--- src/sv/rfbs_pkg.sv ---
`timescale 1ns / 1ps
// shared constants, types and codes of the rarest-first block scheduler
package rfbs_pkg;

    localparam int MAX_PIECES  = 1024;
    localparam int PIECE_AW    = $clog2(MAX_PIECES);
    localparam int CNT_W       = PIECE_AW + 1;
    localparam int MAX_BLOCKS  = 64;
    localparam int SLOT_W      = $clog2(MAX_BLOCKS);
    localparam int NSLOT_W     = SLOT_W + 1;
    localparam int BLOCK_BYTES = 16384;
    localparam int BLK_SHIFT   = $clog2(BLOCK_BYTES);
    localparam int MAX_LEN     = MAX_BLOCKS * BLOCK_BYTES;
    localparam int LEN_W       = 21;
    localparam int OFF_W       = 20;
    localparam int BLEN_W      = 15;
    localparam int MAX_PEERS   = 16;
    localparam int PEER_W      = $clog2(MAX_PEERS);
    localparam int PEER_BYTES  = MAX_PIECES / 8;
    localparam int PBYTE_AW    = $clog2(PEER_BYTES);
    localparam int PEER_AW     = PEER_W + PBYTE_AW;
    localparam int REQ_BYTES   = 128;
    localparam int REQ_AW      = $clog2(REQ_BYTES);
    localparam int HOLD_W      = 5;
    localparam int HOLD_MAX    = 31;
    localparam int RECV_W      = 7;
    localparam int RECV_MAX    = 2 * MAX_BLOCKS - 1;
    localparam int FIN_MAX     = 2047;
    localparam int CLR_W       = PEER_AW;

    localparam logic [1:0] CFG_PIECE_COUNT = 2'd0;
    localparam logic [1:0] CFG_PIECE_LEN   = 2'd1;
    localparam logic [1:0] CFG_LAST_LEN    = 2'd2;

    typedef enum logic [2:0] {
        CMD_REQ     = 3'd0,
        CMD_DELIVER = 3'd1,
        CMD_RETURN  = 3'd2,
        CMD_PEER    = 3'd3,
        CMD_DROP    = 3'd4
    } t_cmd;

    typedef enum logic [3:0] {
        S_CLR, S_IDLE, S_SCAN, S_COMMIT, S_OP_RD, S_OP_EX,
        S_PB_RD, S_PB_OLD, S_PH, S_DONE
    } t_state;

    typedef struct packed {
        logic                  fin;
        logic [HOLD_W-1:0]     hold;
        logic [NSLOT_W-1:0]    nslot;
        logic [MAX_BLOCKS-1:0] mask;
        logic                  inprog;
        logic [RECV_W-1:0]     recv;
    } t_piece;

    typedef struct packed {
        logic [LEN_W-1:0]   len;
        logic [NSLOT_W-1:0] nblk;
    } t_geom;

endpackage

--- src/sv/rfbs_geom.sv ---
`timescale 1ns / 1ps
// piece length, block count and used piece count from the configuration
module rfbs_geom (
    input  logic [rfbs_pkg::CNT_W-1:0]    i_piece_count,
    input  logic [rfbs_pkg::LEN_W-1:0]    i_piece_length,
    input  logic [rfbs_pkg::LEN_W-1:0]    i_last_len,
    input  logic [rfbs_pkg::PIECE_AW-1:0] i_piece,
    output logic [rfbs_pkg::CNT_W-1:0]    o_count,
    output rfbs_pkg::t_geom               o_geom
);
    import rfbs_pkg::*;

    logic [CNT_W-1:0] cnt;
    logic [LEN_W-1:0] len;
    logic [LEN_W-1:0] len_rnd;

    always_comb begin
        cnt = (i_piece_count > CNT_W'(MAX_PIECES)) ? CNT_W'(MAX_PIECES) : i_piece_count;
        if (i_piece_length == '0) begin
            len = LEN_W'(1);
        end else if (i_piece_length > LEN_W'(MAX_LEN)) begin
            len = LEN_W'(MAX_LEN);
        end else begin
            len = i_piece_length;
        end
        // last piece may be short
        if ((({1'b0, i_piece} + CNT_W'(1)) == cnt) && (i_last_len != '0) &&
            (i_last_len < len)) begin
            len = i_last_len;
        end
        len_rnd     = len + LEN_W'(BLOCK_BYTES - 1);
        o_geom.len  = len;
        o_geom.nblk = NSLOT_W'(len_rnd >> BLK_SHIFT);
        o_count     = cnt;
    end

endmodule

--- config.mk ---
export PLATFORM = sky130hd
export DESIGN_NAME = rfbs_geom
export DESIGN_NICKNAME = d
export VERILOG_FILES = /design/src/sv/rfbs_pkg.sv /design/src/sv/rfbs_geom.sv
export SDC_FILE = /design/constraint.sdc
export NUM_CORES = 1
export LEC_CHECK = 0
export ABC_AREA = 1
export ABC_CLOCK_PERIOD_IN_PS = 6340
export BUFFER_PORTS_ARGS = -buffer_cell sky130_fd_sc_hd__buf_2
export CAP_MARGIN = 20
export CORE_MARGIN = 8
export CORE_UTILIZATION = 50
export DETAILED_ROUTE_END_ITERATION = 8
export PLACE_DENSITY = 0.93
export SLEW_MARGIN = 10
export SYNTH_ARGS = -nofsm -noshare
export SYNTH_HDL_FRONTEND = slang
export SYNTH_SLANG_ARGS = --single-unit
--- constraint.sdc ---
create_clock -name vclk -period 6.34
set_input_delay 1.268 -clock vclk [all_inputs]
set_output_delay 1.268 -clock vclk [all_outputs]
set_load 0.01 [all_outputs]
==> results.sh, run 1 <==
export IMPL_outcome="finished clean"
export IMPL_synth_compound_area_frac=0.0542
export IMPL_hold_viol_final=0
export IMPL_synthXorXnorAreaFrac=0.0120
export IMPL_floorplan_die_area_mm2=0.00676
export IMPL_critPathKind="in -> out"
export IMPL_mux_contribution_to_synthesized_area=0
export IMPL_critical_path_max_stage_delay_ns=0.22
export IMPL_ys_seq_area_frac=0
export IMPL_synth_top_cell_area_share=0.301
export IMPL_setup_crit_start_kind="input port"
export IMPL_fin_util=0.646
export IMPL_detail_route_drc_violations=0
export IMPL_detailed_place_hpwl_um=6440
export IMPL_finalSetupViolCount=0
export IMPL_row_count=24
export IMPL_io_pin_count=102
export IMPL_worst_hold_path_endpoint="o_count[10]"
export IMPL_insertedDiodeCount=0
export IMPL_dpl_cell_area_mm2=0.00274
export IMPL_fp_dieW_um=82.2
export IMPL_yosysUniqueCellTypes=30
export IMPL_critical_path_max_fanout=16
export IMPL_yosys_warn_count=0
export IMPL_cp_arrival_ns=4.70
export IMPL_yosys_top_cells_area="sky130_fd_sc_hd__nand2_1 30%, sky130_fd_sc_hd__inv_1 12%, sky130_fd_sc_hd__ha_1 12%"
export IMPL_final_min_period_over_clock_period=0.941
export IMPL_power_leakage_nw=1.80
export IMPL_antenna_left=0
export IMPL_power_density_mw_per_mm2=60.0
export IMPL_yosys_area_share_simple=0.663
export IMPL_totalWireLength_um=7440
export IMPL_routed_via_count=3091
export IMPL_hold_path_class="in -> out"
export IMPL_synth_nets=528
export IMPL_fmaxAchievable_ghz=0.168
export IMPL_synth_adder_area_share=0.120
export IMPL_synth_top_family_by_area="simple AND/OR/NAND/NOR gates"
export IMPL_dieHeight_um=82.2
export IMPL_final_design_area_no_fill_mm2=0.00277
export IMPL_drt_pass1_iter_count=5
export IMPL_final_max_slew_viol_count=0
export IMPL_overall_routing_resource_usage=0.197
export IMPL_portBuffers=102
export IMPL_grt_pass1_wl_um=11300
export IMPL_cts_hold_fix_buffers=0
export IMPL_drv_max_cap_violation_count=0
export IMPL_synthesis_area_per_instance_um2=4.94
export IMPL_crit_path_end_kind="output pin"
export IMPL_area_growth_synth_to_final_pct=26.4
export IMPL_max_vdd_ir_drop_mv=0.0330
export IMPL_grt_antenna_before_repair=0
export IMPL_min_delay_start="i_piece_count[10]"
export IMPL_core_area_mm2=0.00429
export IMPL_vias_in_the_first_global_route=2693
export IMPL_fin_tns_setup_ns=0
export IMPL_cp_slowest_cell="sky130_fd_sc_hd__nor2_1"
export IMPL_syn_inst=444
export IMPL_critical_path_top_cell_by_count="sky130_fd_sc_hd__nand2_1"
export IMPL_layout_cells_most_common_list="175 x sky130_fd_sc_hd__nand2_1, 102 x sky130_fd_sc_hd__buf_2, 71 x sky130_fd_sc_hd__inv_1"
export IMPL_share_of_layout_cells_above_drive_strength_1=0.262
export IMPL_grt_start_max_net_pins=20
export IMPL_post_synth_instance_area_mm2=0.00219
export IMPL_finalWorstPathRequiredPeriod_ns=5.97
export IMPL_post_drt_via_cell_ratio=5.18
export IMPL_finish_net_count=631
export IMPL_synth_largest_area_cell="sky130_fd_sc_hd__nand2_1"
export IMPL_ff_latch_area_um2=0
export IMPL_n_fill_cell=446
export IMPL_place_gp_congestion=0.994
export IMPL_effective_utilization_at_floorplan=0.511
export IMPL_layout_sequential_cells=0
export IMPL_grt_setup_unrepaired="no"
export IMPL_global_route_total_overflow=0
export IMPL_most_frequent_standard_cell_in_the_layout_excluding_fill_and_tap_cells="sky130_fd_sc_hd__nand2_1"
export IMPL_timing_worst_slew_pin_value_ns=0.343
export IMPL_slew_limit_headroom=0.769
export IMPL_clkbuf_count=0
export IMPL_avgRoutedWirePerCell_um=12.5
export IMPL_instance_count_along_the_most_critical_hold_path=2
export IMPL_number_of_design_rule_violations_left_by_the_first_detailed_router_iteration=220
export IMPL_critical_path_required_ns=5.07
## synth_stat cells, types with 3 or more instances
library cell and number:
sky130_fd_sc_hd__nor2_4 6, sky130_fd_sc_hd__inv_2 4, sky130_fd_sc_hd__buf_6 3, sky130_fd_sc_hd__nand4_1 16, sky130_fd_sc_hd__nor2_2 6, sky130_fd_sc_hd__a21oi_1 7
sky130_fd_sc_hd__nand3_1 36, sky130_fd_sc_hd__nand3_4 3, sky130_fd_sc_hd__nand2_1 176, sky130_fd_sc_hd__inv_1 71, sky130_fd_sc_hd__o21ai_1 4, sky130_fd_sc_hd__nor2_1 59
sky130_fd_sc_hd__nand2_2 10, sky130_fd_sc_hd__ha_1 21
## worst max path at each step
| stage | cells past startpoint | to | from |
|---|---|---|---|
| 2_1_floorplan | 27 | o_geom[6] | i_piece_length[18] |
| 3_3_place_gp | 32 | o_geom[6] | i_piece_length[18] |
| 3_5_place_dp | 32 | o_geom[6] | i_piece_length[18] |
| 4_1_cts | 32 | o_geom[6] | i_piece_length[18] |
| 5_1_grt | 31 | o_geom[6] | i_piece_length[18] |
| 6_report | 32 | o_geom[6] | i_piece_length[18] |
## cell type report
type / instances / area (µm²) / share of cell area
tap: 52 / 65.1 / 0.0235
inverter: 77 / 289 / 0.104
timing repair buffer: 105 / 533 / 0.192
multi-input combinational: 363 / 1890 / 0.680
## metrics by stage
stage / cells / total power [mW] / hold slack, ns / setup slack (ns)
floorplan: 444 / 0.101 / 2.59 / 0.879
CTS: 594 / 0.164 / 2.80 / 0.104
global route: 597 / 0.187 / 2.81 / 0.00345
global placement: 594 / 0.160 / 2.79 / 0.248
detailed placement: 594 / 0.164 / 2.80 / 0.108
finish: 597 / 0.166 / 2.79 / 0.372
## report_power, final
part           internal (mW)  switching, mW
Sequential                 0              0
Combinational         0.0628          0.103
Clock                      0              0
Total                 0.0628          0.103
## critical path, delay by kind of cell
kind / cells / cell delay, ns
fa+ha+maj: 1 / 0.18
simple gates: 27 / 2.81
buf+inv: 4 / 0.41
## layer usage
layer	up-vias	GRT usage	part of all wire
met5	-	0	0
li1	1585	-	-
met1	1350	0.251	0.42
met2	135	0.353	0.48
met3	21	0.0162	0.079
met4	0	0.0351	0.018
## cell families after synthesis
kind of cell    count (synthesis)
fa+ha+maj                      21
xor+xnor                        3
simple gates                  320
compound gates                 18
buf+inv                        82
## what timing repair did
item                       CTS  global route
setup endpoints to repair    0             7
resized for setup            0             3
setup buffers                0             2
(Power assumes the default switching activity.)
==> inputs of run 2 (changes only) <==
Settings changed: ABC_CLOCK_PERIOD_IN_PS 6340 to 7120, CORE_UTILIZATION 50 to 54, PLACE_DENSITY 0.93 to 0.95.
Clock period 6.34 ns to 7.12 ns, I/O delays scaled along.
==> results.sh, run 2 (synthesis results as in run 1) <==
export IMPL_finish_net_count=627
export IMPL_total_placed_cells_including_tap_cells=591
export IMPL_finalWorstPathRequiredPeriod_ns=6.61
export IMPL_global_route_total_overflow=0
export IMPL_critPathKind="in -> out"
export IMPL_cp_slowest_cell="sky130_fd_sc_hd__nand2_1"
export IMPL_power_leakage_nw=1.77
export IMPL_power_total_uw=148
export IMPL_share_of_layout_cells_above_drive_strength_1=0.255
export IMPL_critical_path_top_cell_by_count="sky130_fd_sc_hd__nand2_1"
export IMPL_stdcell_count=591
export IMPL_layout_sequential_cells=0
export IMPL_drv_max_cap_violation_count=0
export IMPL_effective_utilization_at_floorplan=0.556
export IMPL_area_growth_synth_to_final_pct=24.2
export IMPL_layout_cells_most_common_list="176 x sky130_fd_sc_hd__nand2_1, 102 x sky130_fd_sc_hd__buf_2, 71 x sky130_fd_sc_hd__inv_1"
export IMPL_outcome="finished clean"
export IMPL_finalSetupViolCount=0
export IMPL_clkbuf_count=0
export IMPL_fin_util=0.691
export IMPL_setup_crit_start_kind="input port"
export IMPL_cts_resized_gates=0
export IMPL_most_frequent_standard_cell_in_the_layout_excluding_fill_and_tap_cells="sky130_fd_sc_hd__nand2_1"
export IMPL_grt_start_max_net_pins=20
export IMPL_dieHeight_um=79.7
export IMPL_floorplan_die_area_mm2=0.00636
export IMPL_critical_path_max_fanout=19
export IMPL_post_drt_via_cell_ratio=5.31
export IMPL_overall_routing_resource_usage=0.227
export IMPL_antenna_left=0
export IMPL_portBuffers=102
export IMPL_fp_dieW_um=79.7
export IMPL_hold_path_class="in -> out"
export IMPL_power_density_mw_per_mm2=54.5
export IMPL_cts_repair_timing_setup_buffer_count=0
export IMPL_timing_worst_slew_pin_value_ns=0.494
export IMPL_number_of_design_rule_violations_left_by_the_first_detailed_router_iteration=225
export IMPL_crit_path_end_kind="output pin"
export IMPL_drt_pass1_iter_count=5
export IMPL_final_design_area_no_fill_mm2=0.00273
export IMPL_row_count=23
export IMPL_hold_viol_final=0
export IMPL_core_area_mm2=0.00394
export IMPL_final_min_period_over_clock_period=0.929
export IMPL_insertedDiodeCount=0
export IMPL_fin_tns_setup_ns=0
export IMPL_ff_latch_area_um2=0
export IMPL_routed_via_count=3139
export IMPL_place_gp_congestion=0.941
export IMPL_detailed_place_hpwl_um=6620
export IMPL_grt_setup_unrepaired="no"
export IMPL_cts_hold_fix_buffers=0
export IMPL_slew_limit_headroom=0.670
export IMPL_fmaxAchievable_ghz=0.151
export IMPL_totalWireLength_um=7650
export IMPL_worst_slack_ns=0.507
export IMPL_critical_path_max_stage_delay_ns=0.38
export IMPL_detail_route_drc_violations=0
export IMPL_io_pin_count=102
export IMPL_final_max_slew_viol_count=0
export IMPL_preCtsSetupSlack_ns=0.644
export IMPL_vias_in_the_first_global_route=2929
export IMPL_max_vdd_ir_drop_mv=0.0329
export IMPL_grt_antenna_before_repair=0
export IMPL_dpl_cell_area_mm2=0.00273
export IMPL_avgRoutedWirePerCell_um=12.9
export IMPL_whs_ns=3.12
export IMPL_grt_pass1_wl_um=12400
export IMPL_critical_path_required_ns=5.70
export IMPL_cp_arrival_ns=5.19
[run 2: changes by cell type in the layout (fill, tap and decap cells not counted), sizes merged]
cell,before,now
buf,105,102
nand3,42,41
[run 2: worst max-delay path: cells and delay by family]
kind / cells / cell delay [ns]
and+or+nand+nor: 19 / 2.68
buffers and inverters: 4 / 0.47
AOI/OAI and AO/OA: 2 / 0.34
adders and majority gates: 1 / 0.29
[run 2: path summary, 6_finish.rpt]
kind | start | to | cells after the start
max | i_piece_length[14] | o_geom[3] | 26
min | i_piece_count[10] | o_count[10] | 2
[run 2: layer usage]
metal  up-vias  part of all wire  global-route usage
met3         8             0.087              0.0191
met1      1404              0.41               0.269
met2       154              0.50               0.441
met5         -                 0                   0
li1       1573                 -                   -
met4         0            0.0055              0.0164
[run 2: where the power goes]
| part | switching [mW] | internal, mW | total [mW] | leakage (nW) |
|---|---|---|---|---|
| combinational | 0.0928 | 0.0556 | 0.148 | 1.77 |
| sequential | 0 | 0 | 0 | 0 |
| clock | 0 | 0 | 0 | 0 |
[run 2: final cells by class]
| cell class | count | area, µm² |
|---|---|---|
| fill | 378 | 1220 |
| inverter | 77 | 289 |
| multi-input combinational | 362 | 1860 |
| tap | 50 | 62.6 |
| timing repair buffer | 102 | 510 |
